### src/hdl/hsv_pkg.sv
// Shared types and constants for the RGB to HSV converter.
package hsv_pkg;

  localparam int PIX_W = 8;            // width of every color component
  localparam int NUM_W = 16;           // width of a dividend before division
  localparam int QUO_W = 8;            // quotient bits produced by the divider
  localparam int QUEUE_DEPTH_DEF = 4;  // default depth of the front-to-back queue

  localparam int SAT_SCALE = 255;
  localparam int HUE_SCALE = 43;
  localparam logic [PIX_W-1:0] HUE_BASE_RED   = 8'd0;
  localparam logic [PIX_W-1:0] HUE_BASE_GREEN = 8'd85;
  localparam logic [PIX_W-1:0] HUE_BASE_BLUE  = 8'd171;

  typedef struct packed {
    logic [PIX_W-1:0] red;
    logic [PIX_W-1:0] green;
    logic [PIX_W-1:0] blue;
  } pixel_t;

  typedef struct packed {
    logic [PIX_W-1:0] hue;
    logic [PIX_W-1:0] saturation;
    logic [PIX_W-1:0] brightness;
  } hsv_t;

  // Classified pixel, handed from the front part to the back part.
  typedef struct packed {
    logic [NUM_W-1:0] sat_num;     // 255*span + max/2
    logic [NUM_W-1:0] hue_mag;     // |43*diff + span/2|
    logic             hue_neg;     // sign of the hue dividend
    logic [PIX_W-1:0] hue_base;    // sector base of the largest component
    logic [PIX_W-1:0] span;        // max - min
    logic [PIX_W-1:0] brightness;  // max
  } work_t;

endpackage

### src/hdl/hsv_front.sv
// Front part: registers an incoming pixel and classifies it for division.
module hsv_front import hsv_pkg::*; (
  input  logic   clk,
  input  logic   rst,
  input  logic   pixel_valid,
  output logic   pixel_ready,
  input  pixel_t pixel,
  output logic   work_valid,
  input  logic   work_ready,
  output work_t  work
);

  logic   held;
  pixel_t pix;

  logic [PIX_W-1:0]        mx;
  logic [PIX_W-1:0]        mn;
  logic [PIX_W-1:0]        span;
  logic [PIX_W-1:0]        base;
  logic signed [PIX_W:0]   diff;
  logic signed [NUM_W-1:0] hue_num;

  assign pixel_ready = !held || work_ready;
  assign work_valid  = held;

  always_ff @(posedge clk) begin
    if (rst) begin
      held <= 1'b0;
    end else if (pixel_valid && pixel_ready) begin
      held <= 1'b1;
    end else if (work_ready) begin
      held <= 1'b0;
    end
  end

  always_ff @(posedge clk) begin
    if (pixel_valid && pixel_ready) begin
      pix <= pixel;
    end
  end

  always_comb begin
    // red wins ties, then green
    priority if (pix.red >= pix.green && pix.red >= pix.blue) begin
      mx   = pix.red;
      base = HUE_BASE_RED;
      diff = $signed({1'b0, pix.green}) - $signed({1'b0, pix.blue});
    end else if (pix.green >= pix.blue) begin
      mx   = pix.green;
      base = HUE_BASE_GREEN;
      diff = $signed({1'b0, pix.blue}) - $signed({1'b0, pix.red});
    end else begin
      mx   = pix.blue;
      base = HUE_BASE_BLUE;
      diff = $signed({1'b0, pix.red}) - $signed({1'b0, pix.green});
    end

    mn = pix.red;
    if (pix.green < mn) mn = pix.green;
    if (pix.blue < mn) mn = pix.blue;
    span = mx - mn;

    hue_num = NUM_W'(diff * HUE_SCALE) + NUM_W'({1'b0, span[PIX_W-1:1]});

    work.sat_num    = NUM_W'(span * SAT_SCALE) + NUM_W'({1'b0, mx[PIX_W-1:1]});
    work.hue_neg    = hue_num[NUM_W-1];
    work.hue_mag    = hue_num[NUM_W-1] ? NUM_W'(-hue_num) : NUM_W'(hue_num);
    work.hue_base   = base;
    work.span       = span;
    work.brightness = mx;
  end

endmodule

### src/hdl/hsv_queue.sv
// Short queue between the front and back parts.
module hsv_queue import hsv_pkg::*; #(
  parameter int DEPTH = QUEUE_DEPTH_DEF
) (
  input  logic  clk,
  input  logic  rst,
  input  logic  push_valid,
  output logic  push_ready,
  input  work_t push_data,
  output logic  pop_valid,
  input  logic  pop_ready,
  output work_t pop_data
);

  localparam int PTR_W = (DEPTH > 1) ? $clog2(DEPTH) : 1;
  localparam int CNT_W = $clog2(DEPTH + 1);

  work_t            entries [DEPTH];
  logic [PTR_W-1:0] wr_ptr;
  logic [PTR_W-1:0] rd_ptr;
  logic [CNT_W-1:0] count;
  logic             push;
  logic             pop;

  assign push_ready = count != CNT_W'(DEPTH);
  assign pop_valid  = count != '0;
  assign pop_data   = entries[rd_ptr];
  assign push       = push_valid && push_ready;
  assign pop        = pop_valid && pop_ready;

  always_ff @(posedge clk) begin
    if (rst) begin
      wr_ptr <= '0;
      rd_ptr <= '0;
      count  <= '0;
    end else begin
      if (push) begin
        wr_ptr <= (wr_ptr == PTR_W'(DEPTH - 1)) ? '0 : wr_ptr + 1'b1;
      end
      if (pop) begin
        rd_ptr <= (rd_ptr == PTR_W'(DEPTH - 1)) ? '0 : rd_ptr + 1'b1;
      end
      if (push && !pop) begin
        count <= count + 1'b1;
      end else if (pop && !push) begin
        count <= count - 1'b1;
      end
    end
  end

  always_ff @(posedge clk) begin
    if (push) begin
      entries[wr_ptr] <= push_data;
    end
  end

endmodule

### src/hdl/hsv_back.sv
// Back part: two pipelined restoring dividers, one quotient bit per stage.
module hsv_back import hsv_pkg::*; (
  input  logic  clk,
  input  logic  rst,
  input  logic  work_valid,
  output logic  work_ready,
  input  work_t work,
  output logic  hsv_valid,
  input  logic  hsv_ready,
  output hsv_t  hsv
);

  typedef struct packed {
    logic [NUM_W-1:0] rem;
    logic [PIX_W-1:0] den;
    logic [QUO_W-1:0] quo;
  } lane_t;

  typedef struct packed {
    lane_t            sat;
    lane_t            hue;
    logic             hue_neg;
    logic [PIX_W-1:0] hue_base;
    logic [PIX_W-1:0] brightness;
  } stage_t;

  // One restoring step: try the divisor shifted to this quotient bit.
  function automatic lane_t div_step(lane_t l, int unsigned bit_pos);
    logic [NUM_W-1:0] trial;
    lane_t            r;
    trial = NUM_W'(l.den) << bit_pos;
    r     = l;
    if (l.rem >= trial) begin
      r.rem          = l.rem - trial;
      r.quo[bit_pos] = 1'b1;
    end
    return r;
  endfunction

  stage_t           st [QUO_W+1];
  logic [QUO_W:0]   st_valid;
  logic             advance;
  logic [PIX_W-1:0] hue_off;
  hsv_t             result;

  assign advance    = !hsv_valid || hsv_ready;
  assign work_ready = advance;

  always_ff @(posedge clk) begin
    if (rst) begin
      st_valid  <= '0;
      hsv_valid <= 1'b0;
    end else if (advance) begin
      st_valid  <= {st_valid[QUO_W-1:0], work_valid};
      hsv_valid <= st_valid[QUO_W];
    end
  end

  always_ff @(posedge clk) begin
    if (advance) begin
      st[0].sat.rem    <= work.sat_num;
      st[0].sat.den    <= work.brightness;
      st[0].sat.quo    <= '0;
      st[0].hue.rem    <= work.hue_mag;
      st[0].hue.den    <= work.span;
      st[0].hue.quo    <= '0;
      st[0].hue_neg    <= work.hue_neg;
      st[0].hue_base   <= work.hue_base;
      st[0].brightness <= work.brightness;
    end
  end

  for (genvar k = 0; k < QUO_W; k++) begin : g_stage
    always_ff @(posedge clk) begin
      if (advance) begin
        st[k+1].sat        <= div_step(st[k].sat, QUO_W - 1 - k);
        st[k+1].hue        <= div_step(st[k].hue, QUO_W - 1 - k);
        st[k+1].hue_neg    <= st[k].hue_neg;
        st[k+1].hue_base   <= st[k].hue_base;
        st[k+1].brightness <= st[k].brightness;
      end
    end
  end

  always_comb begin
    hue_off = st[QUO_W].hue_neg ? PIX_W'(-st[QUO_W].hue.quo) : PIX_W'(st[QUO_W].hue.quo);
    result.brightness = st[QUO_W].brightness;
    result.saturation = PIX_W'(st[QUO_W].sat.quo);
    result.hue        = st[QUO_W].hue_base + hue_off;
    if (st[QUO_W].brightness == '0) begin
      result = '0;
    end else if (st[QUO_W].sat.quo == '0) begin
      result.hue = '0;
    end
  end

  always_ff @(posedge clk) begin
    if (advance) begin
      hsv <= result;
    end
  end

endmodule

### src/hdl/rgb_to_hsv_8bit.sv
// An accepted pixel passes through the front register, the queue, the divider stages and the output register.
// Throughput: one pixel per cycle while the output is not stalled, set by the bit-per-stage divider pipeline.
// The front part keeps taking pixels while the output stalls until the queue fills.
// Reset (rst, synchronous, active high) empties the queue and drops all requests in flight.
// Results come out in the order the pixels were accepted.
module rgb_to_hsv_8bit import hsv_pkg::*; #(
  parameter int QUEUE_DEPTH = QUEUE_DEPTH_DEF
) (
  input  logic   clk,
  input  logic   rst,
  input  logic   pixel_valid,
  output logic   pixel_ready,
  input  pixel_t pixel,
  output logic   hsv_valid,
  input  logic   hsv_ready,
  output hsv_t   hsv
);

  // Front to queue.
  logic  fq_valid;
  logic  fq_ready;
  work_t fq_data;

  // Queue to back.
  logic  qb_valid;
  logic  qb_ready;
  work_t qb_data;

  // Front: hold one pixel, find max/min, pick the hue sector and form
  // both rounded dividends (saturation and hue) with the rounding term added.
  hsv_front u_front (
    .clk         (clk),
    .rst         (rst),
    .pixel_valid (pixel_valid),
    .pixel_ready (pixel_ready),
    .pixel       (pixel),
    .work_valid  (fq_valid),
    .work_ready  (fq_ready),
    .work        (fq_data)
  );

  // Queue: absorb pixels while the back part is stalled by the consumer.
  hsv_queue #(
    .DEPTH (QUEUE_DEPTH)
  ) u_queue (
    .clk        (clk),
    .rst        (rst),
    .push_valid (fq_valid),
    .push_ready (fq_ready),
    .push_data  (fq_data),
    .pop_valid  (qb_valid),
    .pop_ready  (qb_ready),
    .pop_data   (qb_data)
  );

  // Back: run both divisions side by side, then apply the black and gray
  // special cases and the hue sector offset in the output register.
  hsv_back u_back (
    .clk        (clk),
    .rst        (rst),
    .work_valid (qb_valid),
    .work_ready (qb_ready),
    .work       (qb_data),
    .hsv_valid  (hsv_valid),
    .hsv_ready  (hsv_ready),
    .hsv        (hsv)
  );

endmodule

### config.mk
export PLATFORM = sky130hd
export DESIGN_NAME = rgb_to_hsv_8bit
export DESIGN_NICKNAME = d
export VERILOG_FILES = /design/src/hdl/hsv_pkg.sv /design/src/hdl/hsv_front.sv /design/src/hdl/hsv_queue.sv /design/src/hdl/hsv_back.sv /design/src/hdl/rgb_to_hsv_8bit.sv
export SDC_FILE = /design/constraint.sdc
export NUM_CORES = 2
export LEC_CHECK = 0
export BUFFER_PORTS_ARGS = -buffer_cell sky130_fd_sc_hd__buf_2
export CAP_MARGIN = 10
export CORE_MARGIN = 2
export CORE_UTILIZATION = 67
export DETAILED_ROUTE_END_ITERATION = 6
export PLACE_DENSITY = 0.93
export SYNTH_ARGS = -nofsm -noshare
export SYNTH_HDL_FRONTEND = slang
export SYNTH_HIERARCHICAL = 1
export SYNTH_SLANG_ARGS = --single-unit
### constraint.sdc
create_clock -name clk -period 29.4 [get_ports clk]
set_input_delay 1.47 -clock clk [delete_from_list [all_inputs] [get_ports clk]]
set_output_delay 1.47 -clock clk [all_outputs]
set_load 0.005 [all_outputs]
# Word level (Yosys, flattened, before mapping)
# Memories as Yosys holds them, arrays and structs flattened. A register that Yosys moved wholly into a read port is not among the register bits.
# Index checks and enable logic that the tools add are counted.
[word_totals]
register_bits = 66
ram_bits = 957
in_bits = 28
output_inout_bits = 26
word_cells = 173
mem_count = 2
[op_classes]
add_sub_neg = 29
mul = 2
n_lt_le_gt_ge = 21
eq_ne = 3
muxes = 86
reduce_logical = 18
[mem_list]
columns = ["memory", "words", "width", "read_ports", "rd_ports_with_merged_regs", "write_ports", "line_no", "rtl"]
rows = [
  ["u_back.st", 9, 81, 9, 0, 9, "hsv_back.sv:40", "stage_t st [QUO_W+1];"],
  ["u_queue.entries", 4, 57, 1, 1, 1, "hsv_queue.sv:18", "work_t entries [DEPTH];"],
]
[ops]
columns = ["op", "count"]
rows = [
  ["two-way mux 16 bit", 33],
  ["two-way mux 8 bit", 7],
  ["two-way mux 1 bit", 38],
  ["adder 16 x 7 -> 16 bit", 2],
  [">= comparator 16 x 10 -> 1 bit", 2],
  [">= comparator 16 x 11 -> 1 bit", 2],
  [">= comparator 16 x 12 -> 1 bit", 2],
  [">= comparator 16 x 13 -> 1 bit", 2],
  [">= comparator 16 x 14 -> 1 bit", 2],
  [">= comparator 16 x 15 -> 1 bit", 2],
  [">= comparator 16 x 8 -> 1 bit", 2],
  [">= comparator 16 x 9 -> 1 bit", 2],
  ["subtractor 16 x 10 -> 16 bit", 2],
  ["subtractor 16 x 11 -> 16 bit", 2],
  ["subtractor 16 x 12 -> 16 bit", 2],
  ["subtractor 16 x 13 -> 16 bit", 2],
  ["subtractor 16 x 14 -> 16 bit", 2],
  ["subtractor 16 x 15 -> 16 bit", 2],
  ["subtractor 16 x 8 -> 16 bit", 2],
  ["subtractor 16 x 9 -> 16 bit", 2],
  ["subtractor 8 x 8 -> 9 bit", 3],
  [">= comparator 8 bit", 3],
  ["two-way mux 9 bit", 2],
  ["zero test 8 bit", 2],
  ["other kinds (20)", 37],
]

# Logic depth before layout (Yosys ltp)
[logic_depth]
depth_word = 8
depth_mapped = 41
mapped_depth_nobuf = 40

# Hierarchy
# The synthesis kept the hierarchy.
[modules_own_cells]
columns = ["mod", "instances", "cells_each", "area_each_um2", "seq_area_each_um2"]
rows = [
  ["hsv_back", 1, 1958, 26202.6, 17286.6],
  ["hsv_queue", 1, 345, 8699.6, 7026.7],
  ["hsv_front", 1, 753, 6501.2, 740.7],
]

# Worst setup path after synthesis
# Ideal clock, no wire load.
[synth_timing]
kind = "input-to-reg"
startpoint = "input port hsv_ready"
endpoint = "register u_queue.count[2]"
setup_ns = 0.070
arrival_ns = 17.165
t_required_ns = 29.330
setup_slack_ns = 12.165
cell_stages = 9
n_path_buf = 0
cell_sequence = "nor2b_1 -> clkinv_1 -> o31ai_1 -> ha_1 -> inv_1 -> fa_1 -> xor2_1 -> or3_2 -> a21oi_1"
[synth_via]
elab_chain_len = 5
word_cells_on_any_way = 7
classes_between = "1 x mux; 6 x reduce/logical"
[synth_lines]
columns = ["element", "line_no", "rtl"]
rows = [
  ["start, declared", "rgb_to_hsv_8bit.sv:15", "input logic hsv_ready,"],
  ["logical OR 1 bit *", "hsv_back.sv:46", "assign advance = !hsv_valid || hsv_ready;"],
  ["named net qb_ready", "rgb_to_hsv_8bit.sv:26", "logic qb_ready;"],
  ["logical AND 1 bit *", "hsv_queue.sv:29", "assign pop = pop_valid && pop_ready;"],
  ["zero test 1 bit", "hsv_queue.sv:43", "if (push && !pop) begin"],
  ["logical AND 1 bit", "hsv_queue.sv:43", ""],
  ["two-way mux 3 bit / nonzero test 2 bit (equally long branches)", "-", ""],
  ["end signal, assigned", "hsv_queue.sv:44", "count <= count + 1'b1;"],
  ["end signal, assigned", "hsv_queue.sv:46", "count <= count - 1'b1;"],
  ["end, declared", "hsv_queue.sv:21", "logic [CNT_W-1:0] count;"],
]
# The timed path passes the listed nets; every way through them passes the cells marked *.
# A chain may end at the register's enable or synchronous reset.

==> results.ini <==
[status]
status = finished, violations left
violations = DRC

[route]
viasPerCell = 6.20
vias = 24900
ant_nets = 0
drtIter0Drc = 2116
routedWlPerCell_um = 20.3
drc = 1
wirelength_um = 81500
dr.pass1.iters = 7

[critical_path]
worst-path-max-fanout = 16
crit_path_max_incr_delay_ns = 0.76
r2r_slack_ns = 19.10
rr_worst_depth = 36
slowest_stage = o31ai_2
cp.required_ns = 29.80
r2r_start = u_front/pix[18]
cp.arrival_ns = 10.70
timing.rr.end = u_queue/entries[3][37]
critPathLaunchType = register
worstSetupPathType = reg -> reg
cp_common_cell = ha_1
critPathCaptureType = register

[timing]
hold_viol_final = 0
finalCriticalPeriod_ns = 10.30
setup-tns-final_ns = 0
worst_pin_slew_ns = 1.32
maxSlewHeadroom_pct = 12.1
fmax_mhz = 97.1
rsz0062_at_grt = false
slew_viol_final = 0
worst_clock_skew_ns = 0.0344
setup_viol = 0
fin_crit_sh_pct = 35.0

[clock_tree]
cts_num_sinks = 841
postCtsHoldBufs = 0
cts_setup_buffers = 0
h-tree-depth = 3
cts-root-buf = clkbuf_16
clock_latency_ns = 0.64
cts_tree = yes
cts_buffer_depth = 3
postCtsResizedCells = 0
clkTransAtPathRegs_ns = 0.06
cts_buffers = 84

[layout]
post-route-cell-area_um2 = 45200
drive_gt1_share_pct = 9.66
areaGrowthSynthToFinish_pct = 9.08
diodes = 0
num-nets-final = 3525
fin_util_pct = 73.6

[synthesis]
synthTopCellsByCount = edfxtp_1, inv_1, ha_1
synth.most_common_cell = edfxtp_1
synth.ff_latch_count = 841
synth-edff-count = 821
yosysTopAreaCell = edfxtp_1
syn_inst = 3056
seq_area_frac_synth_pct = 60.5
synthTopCellsByArea = edfxtp_1, ha_1, fa_1, mux4_2, inv_1
synth.yosys.warnings = 6
syn_area_um2 = 41400
synth.top_cell.area_share_pct = 59.5
yosysUniqueCellTypes = 89
synth_ff_type = edfxtp_1
syn-num-nets = 3423
synth_async_sr_flop_share_pct = 0
synth_area_per_cell_um2 = 13.5

[hold_path]
hold_depth = 0
hold_path_class = reg -> reg
hold_start = u_back/st[1][24]
whs_endpoint = u_back/st[2][24]

[grt]
grt_pass1_vias = 25700
track_usage_pct = 25.8
grt_pass1_wl_um = 130000
antenna_found_initial = 0
overflow = 0
grt_max_degree = 207

[placed_design]
portBuffers = 53
dpl_cell_area_um2 = 42500
detailed_place_hpwl_um = 53400
gp_congestion = 0.927

[die]
dieArea_um2 = 63800
core-area_um2 = 61400
pin_count = 54
start_util_pct = 67.5
fp-row-count = 91
fp.dieH_um = 253
die_width_um = 253

[flow_run]
maxCapViolations = 0

how the worst max path moves through the flow:
stage / start / endpoint / slack [ns] / cells after the start
floorplan: hsv_ready / u_queue/count[2] / 12.17 / 9
CTS: u_front/pix[18] / u_queue/entries[3][37] / 19.20 / 36
global route: u_front/pix[18] / u_queue/entries[3][37] / 18.50 / 36
finish: u_front/pix[18] / u_queue/entries[3][37] / 19.10 / 36
global placement: u_front/pix[9] / u_queue/entries[0][26] / 19.48 / 36
detailed placement: u_front/pix[18] / u_queue/entries[0][26] / 19.28 / 35
worst max-delay path, delay by kind of cell, from the launching register on:
| family | cells | cell delay (ns) |
|---|---|---|
| xor+xnor | 3 | 0.73 |
| mux | 1 | 0.32 |
| fa+ha+maj | 7 | 2.66 |
| flops | 1 | 0.44 |
| buf+inv | 3 | 0.29 |
| simple gates | 8 | 1.55 |
| compound gates | 14 | 4.03 |
cell usage in the layout, fill, tap and decap left out, types with 19 or more instances in the layout:
master and count:
mux4_2 57, xor2_1 69, o21ai_0 167, edfxtp_1 821
buf_2 53, o21a_1 38, a21oi_1 154, clkbuf_1 19
clkbuf_16 84, nand2_1 167, and2_1 20, a211oi_1 19
ha_1 267, mux2i_1 20, inv_1 317, nor2b_1 36
buf_4 19, fa_1 72, nand3_1 25, xnor2_1 99
nand2b_1 43, nor2_1 194, nor3_1 55, nor4_1 26
a21o_1 36
state kept, by name, indices dropped and copies added, names as in the netlist, named ones only:
| register | cells |
|---|---|
| u_back/st | 545 |
| u_queue/entries | 228 |
| u_back/hsv | 24 |
| u_front/pix | 24 |
| u_back/st_valid | 9 |
| u_queue/count | 3 |
| u_queue/rd_ptr | 2 |
| u_queue/wr_ptr | 2 |
| u_back/hsv_valid | 1 |
| u_front/work_valid | 1 |
metrics by stage:
step | hold slack (ns) | cells | setup WS, ns
2_1_floorplan | 0.400 | 3056 | 12.17
3_3_place_gp | 0.401 | 3860 | 19.48
5_1_grt | 0.420 | 4011 | 18.50
3_5_place_dp | 0.405 | 3860 | 19.28
4_1_cts | 0.405 | 4009 | 19.20
6_report | 0.401 | 4011 | 19.10
cells by family after synthesis:
logic type | share of synthesized area, %
AO/OA/AOI/OAI | 8.53
XOR/XNOR | 3.55
adder cells (fa/ha/maj) | 11.5
buffers and inverters | 3.68
flip-flops | 60.5
multiplexers | 4.07
AND/OR/NAND/NOR | 8.10
final cells by class:
class / count / area (um^2)
Fill cell: 3421 / 16200
Inverter: 321 / 1220
Multi-Input combinational cell: 1835 / 14800
Clock buffer: 103 / 2170
Sequential cell: 841 / 25100
Tap cell: 790 / 988
Timing Repair Buffer: 75 / 454
Clock inverter: 46 / 435
routing by layer:
| metal | vias up | share of wire, % | wire length [um] | GRT usage [%] |
|---|---|---|---|---|
| met4 | 0 | 4.2 | 3400 | 11.0 |
| li1 | 11500 | - | - | - |
| met5 | - | 0 | 0 | 0 |
| met3 | 265 | 5.2 | 4210 | 3.67 |
| met1 | 12100 | 36 | 29600 | 28.9 |
| met2 | 1050 | 54 | 44200 | 49.0 |
Power is left out: the tool's default activity adds up to more than one toggle a clock period on the data nets, which glitch-free logic cannot reach.
